## config.mk

```make
export PLATFORM = sky130hd
export DESIGN_NAME = mfs_cell
export DESIGN_NICKNAME = d
export VERILOG_FILES = /design/src/mfs_pkg.sv /design/src/mfs_cell.sv
export SDC_FILE = /design/constraint.sdc
export NUM_CORES = 1
export LEC_CHECK = 0
export ABC_AREA = 1
export BUFFER_PORTS_ARGS = -buffer_cell sky130_fd_sc_hd__buf_2
export CAP_MARGIN = 0
export CORE_ASPECT_RATIO = 0.9
export CORE_MARGIN = 2
export CORE_UTILIZATION = 45
export CTS_BUF_LIST = sky130_fd_sc_hd__clkbuf_16
export DETAILED_ROUTE_END_ITERATION = 10
export PLACE_DENSITY_LB_ADDON = 0.12
export SYNTH_ARGS = -nofsm -noshare
export SYNTH_HDL_FRONTEND = slang
export SYNTH_SLANG_ARGS = --single-unit
```

## constraint.sdc

```tcl
create_clock -name clk_i -period 2.17 [get_ports clk_i]
set_input_delay 0.1085 -clock clk_i [delete_from_list [all_inputs] [get_ports clk_i]]
set_output_delay 0.1085 -clock clk_i [all_outputs]
set_load 0.05 [all_outputs]
```

## src/mfs_pkg.sv

```systemverilog
`timescale 1ns / 1ps

package mfs_pkg;

  localparam int unsigned CapacityDef = 64;
  localparam int unsigned ValueW      = 32;
  localparam int unsigned FreqW       = 7;

  localparam logic ActPush = 1'b0;
  localparam logic ActPop  = 1'b1;

  typedef enum logic [1:0] {
    StPush  = 2'd0,
    StPop   = 2'd1,
    StEmpty = 2'd2,
    StFull  = 2'd3
  } status_e;

  // per-cycle command broadcast to every cell
  typedef enum logic [1:0] {
    CmdHold = 2'd0,
    CmdLook = 2'd1,
    CmdPush = 2'd2,
    CmdPop  = 2'd3
  } cmd_e;

  typedef enum logic [1:0] {
    FsmIdle  = 2'd0,
    FsmLook  = 2'd1,
    FsmSum   = 2'd2,
    FsmApply = 2'd3
  } fsm_e;

  typedef struct packed {
    logic                     action;
    logic signed [ValueW-1:0] value;
  } in_word_t;

  typedef struct packed {
    status_e                  status;
    logic signed [ValueW-1:0] popped_value;
    logic [FreqW-1:0]         popped_frequency;
  } out_word_t;

  typedef struct packed {
    cmd_e              cmd;
    logic [ValueW-1:0] value;
  } cell_ctl_t;

endpackage

```

## src/mfs_cell.sv

```systemverilog
`timescale 1ns / 1ps

module mfs_cell #(
  parameter int unsigned LvlW = 7
) (
  input  logic                       clk_i,
  input  logic                       rst_ni,
  input  mfs_pkg::cell_ctl_t         ctl_i,
  input  logic [LvlW-1:0]            ins_lvl_i,
  input  logic                       prev_valid_i,
  input  logic                       prev_top_i,
  input  logic                       prev_hit_i,
  input  logic                       prev_gt_i,
  input  logic [mfs_pkg::ValueW-1:0] prev_value_i,
  input  logic [LvlW-1:0]            prev_lvl_i,
  input  logic                       next_valid_i,
  input  logic                       next_top_i,
  input  logic                       next_fix_i,
  input  logic [mfs_pkg::ValueW-1:0] next_value_i,
  input  logic [LvlW-1:0]            next_lvl_i,
  output logic                       valid_o,
  output logic                       top_o,
  output logic                       hit_o,
  output logic                       gt_o,
  output logic                       fix_o,
  output logic [mfs_pkg::ValueW-1:0] value_o,
  output logic [LvlW-1:0]            lvl_o
);

  logic                       valid_q, valid_d;
  logic                       hit_q, hit_d;
  logic                       top_q, top_d;
  logic [mfs_pkg::ValueW-1:0] value_q, value_d;
  logic [LvlW-1:0]            lvl_q, lvl_d;

  // entry sits above the insert point of a push
  assign gt_o  = valid_q && (lvl_q > ins_lvl_i);
  // on pop: this copy becomes the newest of its value
  assign fix_o = valid_q && (value_q == ctl_i.value) && (lvl_q == ins_lvl_i);

  always_comb begin
    valid_d = valid_q;
    hit_d   = hit_q;
    top_d   = top_q;
    value_d = value_q;
    lvl_d   = lvl_q;
    case (ctl_i.cmd)
      mfs_pkg::CmdLook: begin
        hit_d = valid_q && top_q && (value_q == ctl_i.value);
      end
      mfs_pkg::CmdPush: begin
        if (gt_o) begin
          top_d = top_q & ~hit_q;
        end else if (prev_gt_i) begin
          valid_d = 1'b1;
          top_d   = 1'b1;
          value_d = ctl_i.value;
          lvl_d   = ins_lvl_i;
        end else begin
          valid_d = prev_valid_i;
          top_d   = prev_top_i & ~prev_hit_i;
          value_d = prev_value_i;
          lvl_d   = prev_lvl_i;
        end
      end
      mfs_pkg::CmdPop: begin
        valid_d = next_valid_i;
        top_d   = next_top_i | next_fix_i;
        value_d = next_value_i;
        lvl_d   = next_lvl_i;
      end
      default: begin
      end
    endcase
  end

  always_ff @(posedge clk_i or negedge rst_ni) begin
    if (!rst_ni) begin
      valid_q <= 1'b0;
      hit_q   <= 1'b0;
    end else begin
      valid_q <= valid_d;
      hit_q   <= hit_d;
    end
  end

  always_ff @(posedge clk_i) begin
    top_q   <= top_d;
    value_q <= value_d;
    lvl_q   <= lvl_d;
  end

  assign valid_o = valid_q;
  assign top_o   = top_q;
  assign hit_o   = hit_q;
  assign value_o = value_q;
  assign lvl_o   = lvl_q;

endmodule

```

Word-level counts from Yosys, hierarchy flattened
Index checks and enable logic that the tools add are counted.

word-level totals
  latch bits = 0
  register bits after elaboration = 42
  memories = 0
  bits of input ports = 128
  output and inout bits = 44
  bits in read-only memories = 0
  memory bits (writable) = 0

operators by class
  equality and inequality tests = 6
  reduce and logical (&&, ||, !) cells = 7
  shift-type cells = 0
  multiply operators = 0
  $add $sub $neg = 0
  divide/modulo/power cells = 0
  order comparisons = 1
  muxes and demuxes = 12
  bitwise logic cells = 5

operator list
  kind                number
  $mux 32             2
  $pmux 32 s2         1
  $eq 32x32->1        1
  $mux 7              2
  $pmux 7 s2          1
  $eq 7x7->1          1
  $gt 7x7->1          1
  $logic_and 1x1->1   5
  $eq 2x2->1 const B  2
  $mux 1              4
  $pmux 1 s2          2
  $and 1x1->1         2
  $eq 2x1->1 const B  1
  $ne 2x2->1 const B  1
  $not 1->1           2
  $reduce_and 2->1    1
  $reduce_bool 2->1   1
  $or 1x1->1          1

Logic depth before layout (Yosys ltp)
  depth in word-level cells = 5
  gate-level depth with buffers = 11
  mapped depth without buffers = 11

Worst setup path before layout
Ideal clock, no wire load.

  path type = register to output
  start = reg lvl_q[6], in the netlist lvl_o[6]
  end = out fix_o
  data required time = 2.061 ns
  arrival = 2.333 ns
  path buffers = 0
  cell stages (with the launch flop) = 6
  setup slack = -0.271 ns
  path through = edfxtp_1 > ha_1 > nand2_1 > nor2_2 > nand2_1 > nor3_1

between the ends
  word-level cells in the longest chain between the ends = 2

ends and longest elaborated chain
  item                      line            text
  start: declaration        mfs_cell.sv:34  logic [LvlW-1:0] lvl_q, lvl_d;
  start signal: assignment  mfs_cell.sv:90  lvl_q <= lvl_d;
  $eq 7x7->1                mfs_cell.sv:39  assign fix_o = valid_q && (value_q == ctl_i.value) && (lvl_q == ins_lvl_i);
  $logic_and 1x1->1         mfs_cell.sv:39
  end: declaration          mfs_cell.sv:25  output logic fix_o,

Every way passes these cells.

Worst setup path after layout
Ends and elaborated chain as after synthesis.

==> impl_metrics.env <==
export IMPL_outcome="finished, final reports clean"
export IMPL_finalCritPeriodShare_pct=85.9
export IMPL_finClkSkew_ns=0.00506
export IMPL_hold_violations=0
export IMPL_yosysTopAreaCell="edfxtp_1"
export IMPL_gp_congestion=0.851
export IMPL_worstPathCellList="ha_1 -> nand2_1 -> nor2_2 -> nand2_1 -> nor3_2 -> buf_2"
export IMPL_post_route_util_pct=61.8
export IMPL_die_w_um=93.1
export IMPL_grt_pass1_vias=3308
export IMPL_cts_tree="built"
export IMPL_drt_first_pass_iters=4
export IMPL_ys_ff_latch=42
export IMPL_worstPathRequired_ns=2.06
export IMPL_antenna_found_initial=1
export IMPL_vdd_ir_drop_worst_mv=0.374
export IMPL_post_place_ws_ns=0.348
export IMPL_antenna_left=0
export IMPL_start_util_pct=46.1
export IMPL_fillCellCount=708
export IMPL_insertion_delay_ns=0.28
export IMPL_nets=789
export IMPL_final_setup_viol_count=0
export IMPL_drive_gt1_share_pct=28.7
export IMPL_slew_headroom_pct=69.1
export IMPL_cap_violations=0
export IMPL_avgRoutedWirePerCell_um=12.3
export IMPL_wl_um=9190
export IMPL_fp_coreArea_um2=6970
export IMPL_fin_area_um2=4310
export IMPL_tightest_slew_ns=0.463
export IMPL_netlist_area_um2=3210
export IMPL_clock_sinks=42
export IMPL_numCtsBuffers=5
export IMPL_final_cell_mix="nand2_1, buf_2, o21ai_0"
export IMPL_crit_path_top_delay_cell="edfxtp_1"
export IMPL_crit_buf_inv=1
export IMPL_grt_usage_pct=23.7
export IMPL_hpwl_um=7320
export IMPL_synthTopCellsByArea="edfxtp_1, nand2_1, o21ai_0"
export IMPL_hp_class="primary input to flop"
export IMPL_powerDensity_nw_per_um2=668
export IMPL_cts_setup_buffers=0
export IMPL_cpPeakStageDelay_ns=0.38
export IMPL_die_area_um2=7830
export IMPL_vias_per_cell=4.70
export IMPL_cts_resized=0
export IMPL_synth_top_area_share_pct=37.4
export IMPL_crit_type="flop to output port"
export IMPL_finalWorstSetupSlack_ns=0.306
export IMPL_rsz0062_at_grt="no"
export IMPL_clock_root_buffer="clkbuf_16"
export IMPL_p_total_w=0.00288
export IMPL_worstSetupStartpointType="flop"
export IMPL_final_common_cell="nand2_1"
export IMPL_drt_iter0_markers=160
export IMPL_crit_family="simple AND/OR/NAND/NOR gates"
export IMPL_cts_buffer_depth=2
export IMPL_cp_end_kind="output port"
export IMPL_synth_avg_cell_area_um2=6.57
export IMPL_overflow=0
export IMPL_htreeDepth=2
export IMPL_synth_cells=489
export IMPL_io_pins=172
export IMPL_numPortBuffers=171
export IMPL_rows=29
export IMPL_slew_violations=0
export IMPL_vias=3512
export IMPL_syn_nets=624
export IMPL_die_h_um=84.2
export IMPL_grt_pass1_wl_um=15000
export IMPL_ys_seq_area_share_pct=38.9
export IMPL_cp_data_arrival_time_ns=1.76
export IMPL_critPathMaxFanout=3
export IMPL_power_leakage_nw=2.34
export IMPL_drc_errors=0
export IMPL_fin_setup_tns_ns=0
export IMPL_layout_min_cycle_time_ns=1.86
export IMPL_diodes=0
export IMPL_grt_max_degree=81
export IMPL_clk_pin_slew_worst_paths_ns=0.06
export IMPL_cpMostUsedCell="nand2_1"
export IMPL_area_growth_syn_to_layout_pct=34.0
export IMPL_place_area_um2=4160
export IMPL_ys_warnings_count=0
export IMPL_fmax_mhz=537
export IMPL_ys_types=25
==> flip-flops by register name, indices dropped and copies added, names as in the netlist <==
name,cells
top_o,1
hit_o,1
value_o,32
valid_o,1
lvl_o,7
==> cell families after synthesis <==
| kind of cell | after synthesis | synth area share [%] |
|---|---|---|
| DFF | 42 | 38.9 |
| adders and majority gates | 7 | 2.73 |
| buffers and inverters | 91 | 11.4 |
| AOI/OAI and AO/OA | 97 | 15.3 |
| xor gates and xnor gates | 6 | 1.64 |
| and+or+nand+nor | 246 | 30.1 |
==> cell type report <==
cell class	instances	area [um^2]	area share [%]
Inverter	73	274	6.36
Multi-Input combinational cell	356	1610	37.3
Clock inverter	3	12.5	0.291
Clock buffer	5	125	2.91
Tap cell	93	116	2.70
Sequential cell	42	1250	29.1
Timing Repair Buffer	176	921	21.4
==> worst reg2reg max path: stages (launching register included) <==
cell and delay (ns):
edfxtp_1 0.38, ha_1 0.30, a21o_1 0.18, nor2_1 0.09, nand2_1 0.07, nand2_2 0.09
nand2_2 0.08, nand2_4 0.07, buf_12 0.24
==> path summary, 6_finish.rpt <==
| check | from | to | slack [ns] | cells past startpoint |
|---|---|---|---|---|
| max | lvl_o[6] | fix_o | 0.31 | 6 |
| min | next_value_i[25] | value_o[25] | 0.11 | 3 |
| max reg2reg | lvl_o[6] | value_o[19] | 0.34 | 8 |
| min reg2reg | hit_o | hit_o | 0.53 | 2 |
| max in group asynchronous | rst_ni | valid_o | 1.94 | 2 |
| min in group asynchronous | rst_ni | hit_o | 0.13 | 2 |
==> power breakdown <==
group	total (W)	switching (W)	leakage, nW	internal, W
combinational	0.00107	0.000753	1.84	0.000318
clock	0.000713	0.000297	0.0724	0.000416
sequential	0.00109	0.0000698	0.421	0.00102
==> repair_timing <==
item                       CTS  global route
setup endpoints to repair    0             0
hold endpoints to repair     2             0
hold buffers                 1             0
==> synthesized netlist by cell type <==
library cell and count:
nor2_1 37, buf_4 1, dfrtp_1 2, clkbuf_1 1
buf_2 10, xnor2_1 4, nand4_1 5, clkbuf_2 6
o21ai_0 83, nand2_1 189, ha_1 7, xor2_1 2
nor3_1 1, edfxtp_1 40, nand3b_1 1, nand2_2 4
inv_2 1, nor3b_1 1, inv_1 72, nor2_2 1
nand3_1 7, o21ai_1 7, a21oi_1 5, a21o_1 1
o211ai_1 1
==> metal layers <==
| metal | share of wire [%] | GRT usage [%] |
|---|---|---|
| met4 | 1.4 | 4.81 |
| met2 | 47 | 40.7 |
| met3 | 7.5 | 4.04 |
| met1 | 44 | 31.6 |
| met5 | 0.12 | 0 |
==> per-stage QoR <==
step / instances / hold slack, ns
after floorplan: 489 / -0.187
after global placement: 739 / -0.103
after detailed placement: 739 / -0.104
after CTS: 748 / 0.104
after global routing: 748 / 0.103
final: 748 / 0.109
No activity file was read; power rests on OpenSTA's default activity.
