### src/mfs_pkg.sv
`timescale 1ns / 1ps

package mfs_pkg;

  localparam int unsigned CapacityDef = 64;
  localparam int unsigned ValueW      = 32;
  localparam int unsigned FreqW       = 7;

  localparam logic ActPush = 1'b0;
  localparam logic ActPop  = 1'b1;

  typedef enum logic [1:0] {
    StPush  = 2'd0,
    StPop   = 2'd1,
    StEmpty = 2'd2,
    StFull  = 2'd3
  } status_e;

  // per-cycle command broadcast to every cell
  typedef enum logic [1:0] {
    CmdHold = 2'd0,
    CmdLook = 2'd1,
    CmdPush = 2'd2,
    CmdPop  = 2'd3
  } cmd_e;

  typedef enum logic [1:0] {
    FsmIdle  = 2'd0,
    FsmLook  = 2'd1,
    FsmSum   = 2'd2,
    FsmApply = 2'd3
  } fsm_e;

  typedef struct packed {
    logic                     action;
    logic signed [ValueW-1:0] value;
  } in_word_t;

  typedef struct packed {
    status_e                  status;
    logic signed [ValueW-1:0] popped_value;
    logic [FreqW-1:0]         popped_frequency;
  } out_word_t;

  typedef struct packed {
    cmd_e              cmd;
    logic [ValueW-1:0] value;
  } cell_ctl_t;

endpackage

### src/mfs_ctrl.sv
`timescale 1ns / 1ps

module mfs_ctrl #(
  parameter int unsigned LvlW = 7
) (
  input  logic                       clk_i,
  input  logic                       rst_ni,
  input  logic                       in_valid_i,
  output logic                       in_stall_o,
  input  mfs_pkg::in_word_t          in_word_i,
  output logic                       out_valid_o,
  input  logic                       out_stall_i,
  output mfs_pkg::out_word_t         out_word_o,
  output mfs_pkg::cell_ctl_t         ctl_o,
  output logic [LvlW-1:0]            ins_lvl_o,
  input  logic [LvlW-1:0]            hit_lvl_i,
  input  logic                       head_valid_i,
  input  logic [mfs_pkg::ValueW-1:0] head_value_i,
  input  logic [LvlW-1:0]            head_lvl_i,
  input  logic                       full_i
);

  localparam int unsigned ExtW = (LvlW > mfs_pkg::FreqW) ? LvlW : mfs_pkg::FreqW;

  mfs_pkg::fsm_e      state_q, state_d;
  mfs_pkg::in_word_t  cmd_q, cmd_d;
  logic [LvlW-1:0]    cnt_q, cnt_d;
  logic               out_valid_q, out_valid_d;
  mfs_pkg::out_word_t out_word_q, out_word_d;
  logic               load_out;
  logic               out_free;
  logic [ExtW-1:0]    head_lvl_ext;

  assign out_free     = !out_valid_q || !out_stall_i;
  assign head_lvl_ext = ExtW'(head_lvl_i);

  always_comb begin : next_state
    state_d = state_q;
    case (state_q)
      mfs_pkg::FsmIdle: begin
        if (in_valid_i) begin
          state_d = (in_word_i.action == mfs_pkg::ActPop) ? mfs_pkg::FsmApply
                                                          : mfs_pkg::FsmLook;
        end
      end
      mfs_pkg::FsmLook:  state_d = mfs_pkg::FsmSum;
      mfs_pkg::FsmSum:   state_d = mfs_pkg::FsmApply;
      mfs_pkg::FsmApply: begin
        if (out_free) begin
          state_d = mfs_pkg::FsmIdle;
        end
      end
      default: state_d = mfs_pkg::FsmIdle;
    endcase
  end

  always_comb begin : outputs
    in_stall_o = (state_q != mfs_pkg::FsmIdle);
    ctl_o.cmd   = mfs_pkg::CmdHold;
    ctl_o.value = cmd_q.value;
    ins_lvl_o   = '0;
    load_out    = 1'b0;
    out_word_d  = '0;
    cmd_d       = cmd_q;
    cnt_d       = cnt_q;
    case (state_q)
      mfs_pkg::FsmIdle: begin
        if (in_valid_i) begin
          cmd_d = in_word_i;
        end
      end
      mfs_pkg::FsmLook: begin
        ctl_o.cmd = mfs_pkg::CmdLook;
      end
      mfs_pkg::FsmSum: begin
        cnt_d = hit_lvl_i;
      end
      mfs_pkg::FsmApply: begin
        if (out_free) begin
          load_out = 1'b1;
          if (cmd_q.action == mfs_pkg::ActPush) begin
            if (full_i) begin
              out_word_d.status = mfs_pkg::StFull;
            end else begin
              ctl_o.cmd         = mfs_pkg::CmdPush;
              ins_lvl_o         = cnt_q + LvlW'(1);
              out_word_d.status = mfs_pkg::StPush;
            end
          end else begin
            if (!head_valid_i) begin
              out_word_d.status = mfs_pkg::StEmpty;
            end else begin
              ctl_o.cmd                   = mfs_pkg::CmdPop;
              ctl_o.value                 = head_value_i;
              ins_lvl_o                   = head_lvl_i - LvlW'(1);
              out_word_d.status           = mfs_pkg::StPop;
              out_word_d.popped_value     = head_value_i;
              out_word_d.popped_frequency = head_lvl_ext[mfs_pkg::FreqW-1:0];
            end
          end
        end
      end
      default: begin
      end
    endcase
  end

  always_comb begin
    if (load_out) begin
      out_valid_d = 1'b1;
    end else if (!out_stall_i) begin
      out_valid_d = 1'b0;
    end else begin
      out_valid_d = out_valid_q;
    end
  end

  always_ff @(posedge clk_i or negedge rst_ni) begin
    if (!rst_ni) begin
      state_q     <= mfs_pkg::FsmIdle;
      out_valid_q <= 1'b0;
    end else begin
      state_q     <= state_d;
      out_valid_q <= out_valid_d;
    end
  end

  always_ff @(posedge clk_i) begin
    cmd_q <= cmd_d;
    cnt_q <= cnt_d;
    if (load_out) begin
      out_word_q <= out_word_d;
    end
  end

  assign out_valid_o = out_valid_q;
  assign out_word_o  = out_word_q;

endmodule

### config.mk
export PLATFORM = sky130hd
export DESIGN_NAME = mfs_ctrl
export DESIGN_NICKNAME = d
export VERILOG_FILES = /design/src/mfs_pkg.sv /design/src/mfs_ctrl.sv
export SDC_FILE = /design/constraint.sdc
export NUM_CORES = 1
export LEC_CHECK = 0
export ABC_AREA = 1
export BUFFER_PORTS_ARGS = -buffer_cell sky130_fd_sc_hd__buf_2
export CAP_MARGIN = 40
export CORE_ASPECT_RATIO = 1.4
export CORE_MARGIN = 1.5
export CORE_UTILIZATION = 50
export CTS_CLUSTER_DIAMETER = 30
export DETAILED_ROUTE_END_ITERATION = 10
export HOLD_SLACK_MARGIN = 0.02
export PLACE_DENSITY_LB_ADDON = 0.1
export SETUP_SLACK_MARGIN = 0.1
export SLEW_MARGIN = 30
export SYNTH_ARGS = -nofsm -noshare
export SYNTH_HDL_FRONTEND = slang
export SYNTH_SLANG_ARGS = --single-unit
export TNS_END_PERCENT = 5
### constraint.sdc
create_clock -name clk_i -period 3.5 [get_ports clk_i]
set_input_delay 0.525 -clock clk_i [delete_from_list [all_inputs] [get_ports clk_i]]
set_output_delay 0.525 -clock clk_i [all_outputs]
set_load 0.01 [all_outputs]
# --- Word-level counts from Yosys, hierarchy flattened ---
# Index checks and enable logic that the tools add are counted.
word_totals:
  mem_bits_ro: 0
  wordCells: 48
  output_inout_bits: 84
  latch_bits: 0
  memories: 0
  in_bits: 85
  ram_bits: 0
  reg_bits: 84
op_classes:
  n_reduce_logical: 9
  div: 0
  eq_ne: 6
  bitwise: 0
  n_lt_le_gt_ge: 0
  muxes: 23
  shift: 0
  n_addsub: 2
  n_mul: 0
ops:
  columns: ["op", "n"]
  rows:
  - ["$mux 34", 2]
  - ["$mux 32", 2]
  - ["$mux 7", 5]
  - ["$mux 2", 8]
  - ["$pmux 2 s4", 1]
  - ["$add 7x1->7 const B", 1]
  - ["$sub 7x1->7 const B", 1]
  - ["$reduce_and 2->1", 3]
  - ["$eq 2x2->1 const B", 2]
  - ["$mux 1", 4]
  - ["$ne 2x2->1 const B", 2]
  - ["$pmux 2 s2", 1]
  - ["$reduce_and 4->1", 1]
  - ["$eq 2x1->1 const B", 1]
  - ["$logic_not 1->1", 2]
  - ["$logic_not 2->1", 1]
  - ["$ne 2x1->1 const B", 1]
  - ["$reduce_bool 2->1", 1]
  - ["$logic_or 1x1->1", 1]

# --- Logic depth before layout (Yosys ltp) ---
# Gate-level depths: netlist (run 1).
depth:
  ltp_word: 5
  ltp_mapped: 7
  ltp_nobuf: 7

# --- Worst setup path before layout (run 1) ---
# No wires, ideal clock.
synth_timing:
  path_kind: "input to output"
  from: "in out_stall_i"
  to: "out ctl_o[0] (netlist name)"
  arrival_time_ps: 1575
  required_time_ps: 2975
  cell_stages: 6
  path_slack_ps: 1400
  n_path_buf: 1
  cell_sequence: "nand2_2 -> nand2_4 -> inv_4 -> nand2_8 -> buf_2 -> o21ai_0"
synth_rtl:
  columns: ["element", "line_no", "source"]
  rows:
  - ["start: declaration", "mfs_ctrl.sv:12", "input logic out_stall_i,"]
  - ["end: declaration", "mfs_ctrl.sv:14", "output mfs_pkg::cell_ctl_t ctl_o,"]

==> results by group, run 1 <==
Run status
  – Status: complete, no violations

Placed design
  – DPL Wire Length: ~5600 um
  – IO buf count: approximately 170
  – Routability cong.: 0.894
  – Placed cell area: roughly 0.0046 mm^2

GRT
  – Tot GR Track Use: between 20% and 30%
  – Total congestion overflow: 0
  – Largest net degree at the start of global routing: 110
  – Initial antenna violation count: 0
  – Vias in the first global route: around 2600
  – First-pass GRT wire length: about 12000 um

Timing
  – Slew Limit Fails: 0
  – Fin crit share: roughly 74%
  – Final hold viol count: 0
  – RSZ-0062 raised after global routing: no
  – Final setup fails: 0
  – TNS Setup: 0 ns
  – Worst hold slack: about 0.34 ns
  – Final min period: roughly 2.6 ns
  – Tightest Pin Transition: about 0.64 ns
  – Fmax: around 380 MHz
  – Clk_skew: around 0.0047 ns
  – Slew HR: a little under three fifths

Final layout
  – Multi-input gate area: 913 um^2
  – Commonest non-fill, non-tap cell in the layout: buf_2
  – Fillers: between 600 and 700
  – Reg area: 0.00251 mm^2
  – Area growth, synth to finish: 29.5%
  – Fin nets: ~600
  – Design Area, Final: roughly 0.0048 mm^2
  – Post-Route Utilization: 66.0%
  – Layout cell share with drive strength beyond 1: roughly two fifths
  – Most frequent cells in the layout: buf_2, edfxtp_1, nand2_1
  – Diodes inserted: 0

Critical path
  – CP endpoint kind: output pin
  – Peak fanout along the critical path: 109
  – CP required: a little under 3 ns
  – Crit path arrival time: between 2 and 2.5 ns
  – Crit path launch type: flip-flop
  – Crit Path Class: reg2out

Pwr
  – PwrDens: just over 600 mW/mm^2
  – Static Leak: approximately 2.4 nW
  – Max VDD drop: between 0.0004 and 0.0005 V

Die
  – Io pins: ~170
  – Die Y-Extent: roughly 100 um
  – CORE AREA: a little over 0.007 mm^2
  – Die width: 75.8 um
  – FP Rows: 37
  – Initial core utilization: roughly half
  – Die area: around 0.0079 mm^2

Clock network
  – CTS buffer count: 9
  – CTS tree: done
  – Skew-Pair Late Insertion Delay: roughly 0.35 ns
  – Clock sink count: 84
  – Worst-path clk slew: about 0.08 ns
  – Htree depth: 3
  – Clock buffer depth: 2
  – Root buffer cell: clkbuf_8

Drt
  – Via density: between 4 and 5
  – WL final: slightly below 8000 um
  – DR vias: 2776
  – Initial DRC Count: 122
  – WL/cell: approximately 13 um
  – DRC: 0
  – Antenna viol nets, final: 0
  – Iteration count of the initial detailed-routing pass: 6

Synthesis
  – Largest area contributor in the netlist: edfxtp_1
  – Distinct cells, synth: 26
  – Syn Area/Cell: ~11 um^2
  – Top cells by area, synth: edfxtp_1, nand2_1, inv_1
  – Post-synth top area share: between 60 and 70%
  – Post-synth EDFFs: 81
  – Synth Register Bits: 84
  – Prevailing post-synth register cell: edfxtp_1
  – Seq/Total Area, Yosys: between 60% and 70%
  – Async set-reset flop share out of synthesis: under 10%
  – Syn_nets: ~420
  – Gate Count Post-Synth: around 330
  – Ys Warns: 0
  – Netlist Area Pre-Place: 0.00371 mm^2

Worst hold path
  – Worst Hold Class: in2reg

Run
  – Max_cap viols: 0
cell usage after synthesis, types with 2 or more instances:
library cell,count
o21ai_0,39
edfxtp_1,81
xor2_1,3
a21oi_1,3
clkbuf_2,2
inv_1,53
buf_2,7
nand2_1,54
nand3_1,10
o22ai_1,2
ha_1,7
nand4_1,3
nor2_4,8
dfrtp_1,3
nor2_1,40
metal layers:
metal / up-vias / global-route usage, % / share of wire, %
met1: 1255 / 22.1 / 38
li1: 1416 / - / -
met4: 0 / 7.91 / 1.6
met2: 96 / 35.8 / 53
met5: - / 0 / 0
met3: 9 / 6.17 / 6.7
final timing paths:
| check | start | slack (ns) | end | depth (start not counted) |
|---|---|---|---|---|
| worst max register to register | state_q[0]$_DFFE_PN0P_ | 1.80 | out_word_o[8]$_SDFFCE_PN0P_ | 5 |
| max in group asynchronous | rst_ni | 2.87 | out_valid_o$_DFFE_PN0P_ | 2 |
| min in group asynchronous | rst_ni | 0.52 | state_q[0]$_DFFE_PN0P_ | 2 |
| worst max-delay path | state_q[0]$_DFFE_PN0P_ | 0.90 | ctl_o[30] | 7 |
| worst min register to register | out_valid_o$_DFFE_PN0P_ | 0.55 | out_valid_o$_DFFE_PN0P_ | 2 |
| worst min-delay path | in_word_i[11] | 0.34 | cmd_q[11]$_DFFE_PP_ | 1 |
final cells by class:
cell class / instances / area share (%)
sequential: 84 / 52.3
clock inverter: 7 / 1.20
multi-input combinational: 176 / 19.0
clock buffer: 9 / 2.58
timing repair buffer: 171 / 18.0
tap: 97 / 2.53
inverter: 55 / 4.35
flip-flops by register name (all words and copies together), names as in the netlist:
name	count
state_q	2
cmd_q	33
out_word_o	41
out_valid_o	1
cnt_q	7
stage by stage:
stage	std cells	power, W	setup slack [ns]
after floorplan	326	0.00198	1.40
after global placement	582	0.00231	1.22
after detailed placement	582	0.00233	1.19
after CTS	599	0.00297	0.875
after global routing	599	0.00313	0.684
final	599	0.00294	0.900
power breakdown:
part	internal, W	total [W]	leakage [nW]	switching, W
combinational	0.000296	0.000858	1.44	0.000563
sequential	0.00138	0.00144	0.835	0.0000620
clock	0.000318	0.000640	0.0892	0.000322
total	0.00199	0.00294	2.36	0.000947
what timing repair did:
| action | 4_1_cts | 5_1_grt |
|---|---|---|
| gates resized for setup | 0 | 0 |
| buffers inserted | 0 | 0 |
| hold buffers | 1 | 0 |
| hold endpoints to repair | 3 | 0 |
cells by family after synthesis:
family / count (synthesis) / share of synthesized area (%)
adder cells (fa/ha/maj): 7 / 2.36
AO/OA/AOI/OAI: 47 / 6.62
XOR/XNOR: 3 / 0.709
flip-flops: 84 / 67.7
AND/OR/NAND/NOR: 119 / 15.0
buffers and inverters: 66 / 7.70
worst max-delay path, cell delays in order (launching register included):
cell and delay (ns):
dfrtp_1 0.40, ha_1 0.25, nand2_4 0.12, inv_4 0.06, nand2_8 0.45, nand2_1 0.15, o21ai_0 0.11, buf_2 0.16
No activity file was read; power rests on OpenSTA's default activity.
==> run 2, diff against run 1 <==
--- a/config.mk
+++ b/config.mk
@@ -5,12 +5,12 @@
 export SDC_FILE = /design/constraint.sdc
 export NUM_CORES = 1
 export LEC_CHECK = 0
-export ABC_AREA = 1
+export ABC_AREA = 0
 export BUFFER_PORTS_ARGS = -buffer_cell sky130_fd_sc_hd__buf_2
 export CAP_MARGIN = 40
 export CORE_ASPECT_RATIO = 1.4
 export CORE_MARGIN = 1.5
-export CORE_UTILIZATION = 50
+export CORE_UTILIZATION = 41
 export CTS_CLUSTER_DIAMETER = 30
 export DETAILED_ROUTE_END_ITERATION = 10
 export HOLD_SLACK_MARGIN = 0.02
==> constraint.sdc (replaced) <==
create_clock -name clk_i -period 2.15 [get_ports clk_i]
set_input_delay 0.3225 -clock clk_i [delete_from_list [all_inputs] [get_ports clk_i]]
set_output_delay 0.3225 -clock clk_i [all_outputs]
set_load 0.01 [all_outputs]
==> results by group, run 2 <==
Run status
  – Status: complete, but fails checks
  – Failing checks: setup timing

Drt
  – Initial DRC Count: 132 (+8.2%)
  – DRC: 0 (unchanged)
  – WL/cell: 15.8 um (+23%)
  – Via density: 4.94 (+6.6%)
  – WL final: 8290 um (+7.8%)
  – Antenna viol nets, final: 0 (unchanged)
  – Iteration count of the initial detailed-routing pass: 4 (-2)
  – DR vias: 2588 (-6.8%)

Timing
  – Slew HR: 72.1% (+15 points)
  – Fmax: 449 MHz
  – Setup ws final: -0.0760 ns (-0.976 ns)
  – Final hold viol count: 0 (unchanged)
  – Final min period: 2.23 ns
  – Fin crit share: 104%
  – Final setup fails: 1 (+1)
  – Clk_skew: 0.00675 ns (+0.00202 ns)
  – RSZ-0062 raised after global routing: yes
  – Tightest Pin Transition: 0.417 ns (-0.222 ns)
  – Slew Limit Fails: 0 (unchanged)
  – TNS Setup: -0.0760 ns (-0.0760 ns)

Synthesis
  – Top cells by area, synth: edfxtp_1, and3_1, a21o_1
  – Async set-reset flop share out of synthesis: 3.57% (unchanged)
  – Post-synth top area share: 70.0% (+4.4 points)
  – Ys Warns: 0 (unchanged)
  – Seq/Total Area, Yosys: 72.2% (+4.5 points)
  – Synth Register Bits: 84 (unchanged)
  – Prevailing post-synth register cell: edfxtp_1
  – Gate Count Post-Synth: 235 (-28%)
  – Distinct cells, synth: 31 (+19%)
  – Netlist Area Pre-Place: 0.00347 mm^2 (-6.2%)
  – Top-count cell post-synth: edfxtp_1
  – Largest area contributor in the netlist: edfxtp_1
  – Syn_nets: 327 (-22%)
  – Post-synth EDFFs: 81 (unchanged)
  – Commonest cells in the synthesized netlist: edfxtp_1, and3_1, a21o_1
  – Syn Area/Cell: 14.8 um^2 (+30%)

Clock network
  – Skew-Pair Late Insertion Delay: 0.34 ns (about the same)
  – Clock buffer depth: 2 (unchanged)
  – CTS buffer count: 9 (unchanged)
  – CTS tree: done
  – Worst-path clk slew: 0.06 ns (-0.02 ns)
  – Clock sink count: 84 (unchanged)
  – Htree depth: 3 (unchanged)
  – Root buffer cell: clkbuf_16

Final layout
  – Max reg flops: 41 (unchanged)
  – Fillers: 679 (+12%)
  – Fin nets: 509 (-14%)
  – Area growth, synth to finish: 46.2%
  – Layout cell share with drive strength beyond 1: 52.6% (+14 points)
  – Diodes inserted: 0 (unchanged)
  – Most frequent cells in the layout: buf_2, edfxtp_1, a21o_1
  – Commonest non-fill, non-tap cell in the layout: buf_2

GRT
  – M2 GR Usage: 34.2% (-1.6 points)
  – Vias in the first global route: 2661 (+1.3%)
  – GRT Max-Usage Layer: met2
  – First-pass GRT wire length: 13000 um (+9.1%)
  – GRT met3 Usage: 5.25% (-0.93 points)
  – Largest net degree at the start of global routing: 35 (-68%)
  – M1 GR Usage: 21.6% (-0.46 points)
  – Total congestion overflow: 0 (unchanged)
  – Initial antenna violation count: 0 (unchanged)
  – Tot GR Track Use: 19.5% (-0.86 points)

Die
  – Io pins: 169 (unchanged)
  – CORE AREA: 0.00820 mm^2 (+13%)
  – Initial core utilization: 42.4% (-8.6 points)
  – FP Rows: 39 (+5.4%)
  – Die area: 0.00904 mm^2 (+14%)
  – Die Y-Extent: 112 um (+6.7%)
  – Die width: 80.8 um (+6.7%)

Pwr
  – Static Leak: 2.36 nW (-0.26%)
  – Max VDD drop: 0.000657 V (+51%)
  – PwrDens: 1210 mW/mm^2 (+97%)

Worst hold path
  – Worst Hold Class: in2reg

Placed design
  – IO buf count: 168 (unchanged)
  – DPL Wire Length: 5770 um (+3.6%)
  – Routability cong.: 0.765 (-14%)
  – Pre-CTS WS: 0.260 ns (-0.932 ns)

Run
  – Max_cap viols: 0 (unchanged)

Critical path
  – Max stage delay cell, worst path: or4_1
  – Crit path arrival time: 1.90 ns (-0.17 ns)
  – Crit-path cells: ha_2, and3_4, nand3_2, or4_1, a31oi_1, buf_2
  – Peak fanout along the critical path: 3 (-97%)
  – CP required: 1.83 ns (-1.14 ns)
  – Worst path bufs/invs: 1 (-1)
  – Crit Path Class: reg2out
  – CP endpoint kind: output pin
  – Crit path launch type: flip-flop
  – Slowest stage delay, CP: 0.40 ns (-0.05 ns)
  – Delay-heaviest family, CP: simple AND/OR/NAND/NOR gates
## run 2: changes by cell type after synthesis, moves of 10 or more
cell,previous run,this run
inv_1,53,6
a21o_1,0,32
clkbuf_1,0,10
nand2_1,54,5
nor2_1,40,6
o21ai_0,39,2
and3_1,0,39
## run 2: kinds of logic after synthesis
kind of cell / Yosys count / synth area share (%)
AO/OA/AOI/OAI: 46 / 9.43
buffers and inverters: 19 / 2.12
AND/OR/NAND/NOR: 72 / 12.0
adder cells (fa/ha/maj): 7 / 2.52
XOR/XNOR: 6 / 1.51
multiplexers: 1 / 0.288
flip-flops: 84 / 72.2
## run 2: final cells by class
class / instances / area, um^2 / share of cell area, %
well taps: 102 / 128 / 2.51
multi-input cells: 132 / 1020 / 20.0
clock buffers: 9 / 225 / 4.43
clock inverters: 7 / 88.8 / 1.75
flip-flops and latches: 84 / 2510 / 49.4
repair buffers: 183 / 1080 / 21.3
inverters: 7 / 33.8 / 0.665
## run 2: worst paths after layout
check / start / depth (start not counted) / endpoint / slack [ns]
worst max-delay path: cnt_q[0]$_DFFE_PP_ / 6 / ins_lvl_o[6] / -0.08
worst min-delay path: in_word_i[3] / 1 / cmd_q[3]$_DFFE_PP_ / 0.15
worst max register to register: state_q[1]$_DFFE_PN0P_ / 5 / cmd_q[16]$_DFFE_PP_ / 0.54
worst min register to register: out_valid_o$_DFFE_PN0P_ / 2 / out_valid_o$_DFFE_PN0P_ / 0.57
max in group asynchronous: rst_ni / 2 / out_valid_o$_DFFE_PN0P_ / 1.73
min in group asynchronous: rst_ni / 2 / state_q[0]$_DFFE_PN0P_ / 0.31
## run 2: repair_timing
item | CTS | global route
hold buffers | 1 | 0
pin swaps | 11 | 14
endpoints found under the setup margin | 40 | 38
buffers inserted | 4 | 0
resized for setup | 26 | 11
cloned | 2 | 0
hold endpoints to repair | 3 | 0
## run 2: power breakdown
| part | switching [W] | internal [W] |
|---|---|---|
| sequential | 0.000144 | 0.00238 |
| combinational | 0.00110 | 0.000895 |
| clock | 0.000605 | 0.00101 |
## run 2: metrics by stage
| stage | power [W] | area [um^2] | hold slack [ns] | util (%) | cells |
|---|---|---|---|---|---|
| 2_1_floorplan | 0.00347 | 3480 | 0.0269 | - | 235 |
| 3_3_place_gp | 0.00424 | 4490 | 0.121 | 54.8 | 501 |
| 3_5_place_dp | 0.00428 | 4490 | 0.122 | 54.8 | 501 |
| 4_1_cts | 0.00613 | 5020 | 0.145 | 61.3 | 524 |
| 5_1_grt | 0.00647 | 5080 | 0.142 | 62.0 | 524 |
| 6_report | 0.00613 | 5080 | 0.155 | 62.0 | 524 |
## run 2: per-layer routing
layer / up-vias / share of wire [%]
met5: - / 0
met4: 0 / 2.3
met3: 13 / 6.0
met2: 100 / 53
met1: 1213 / 38
li1: 1262 / -
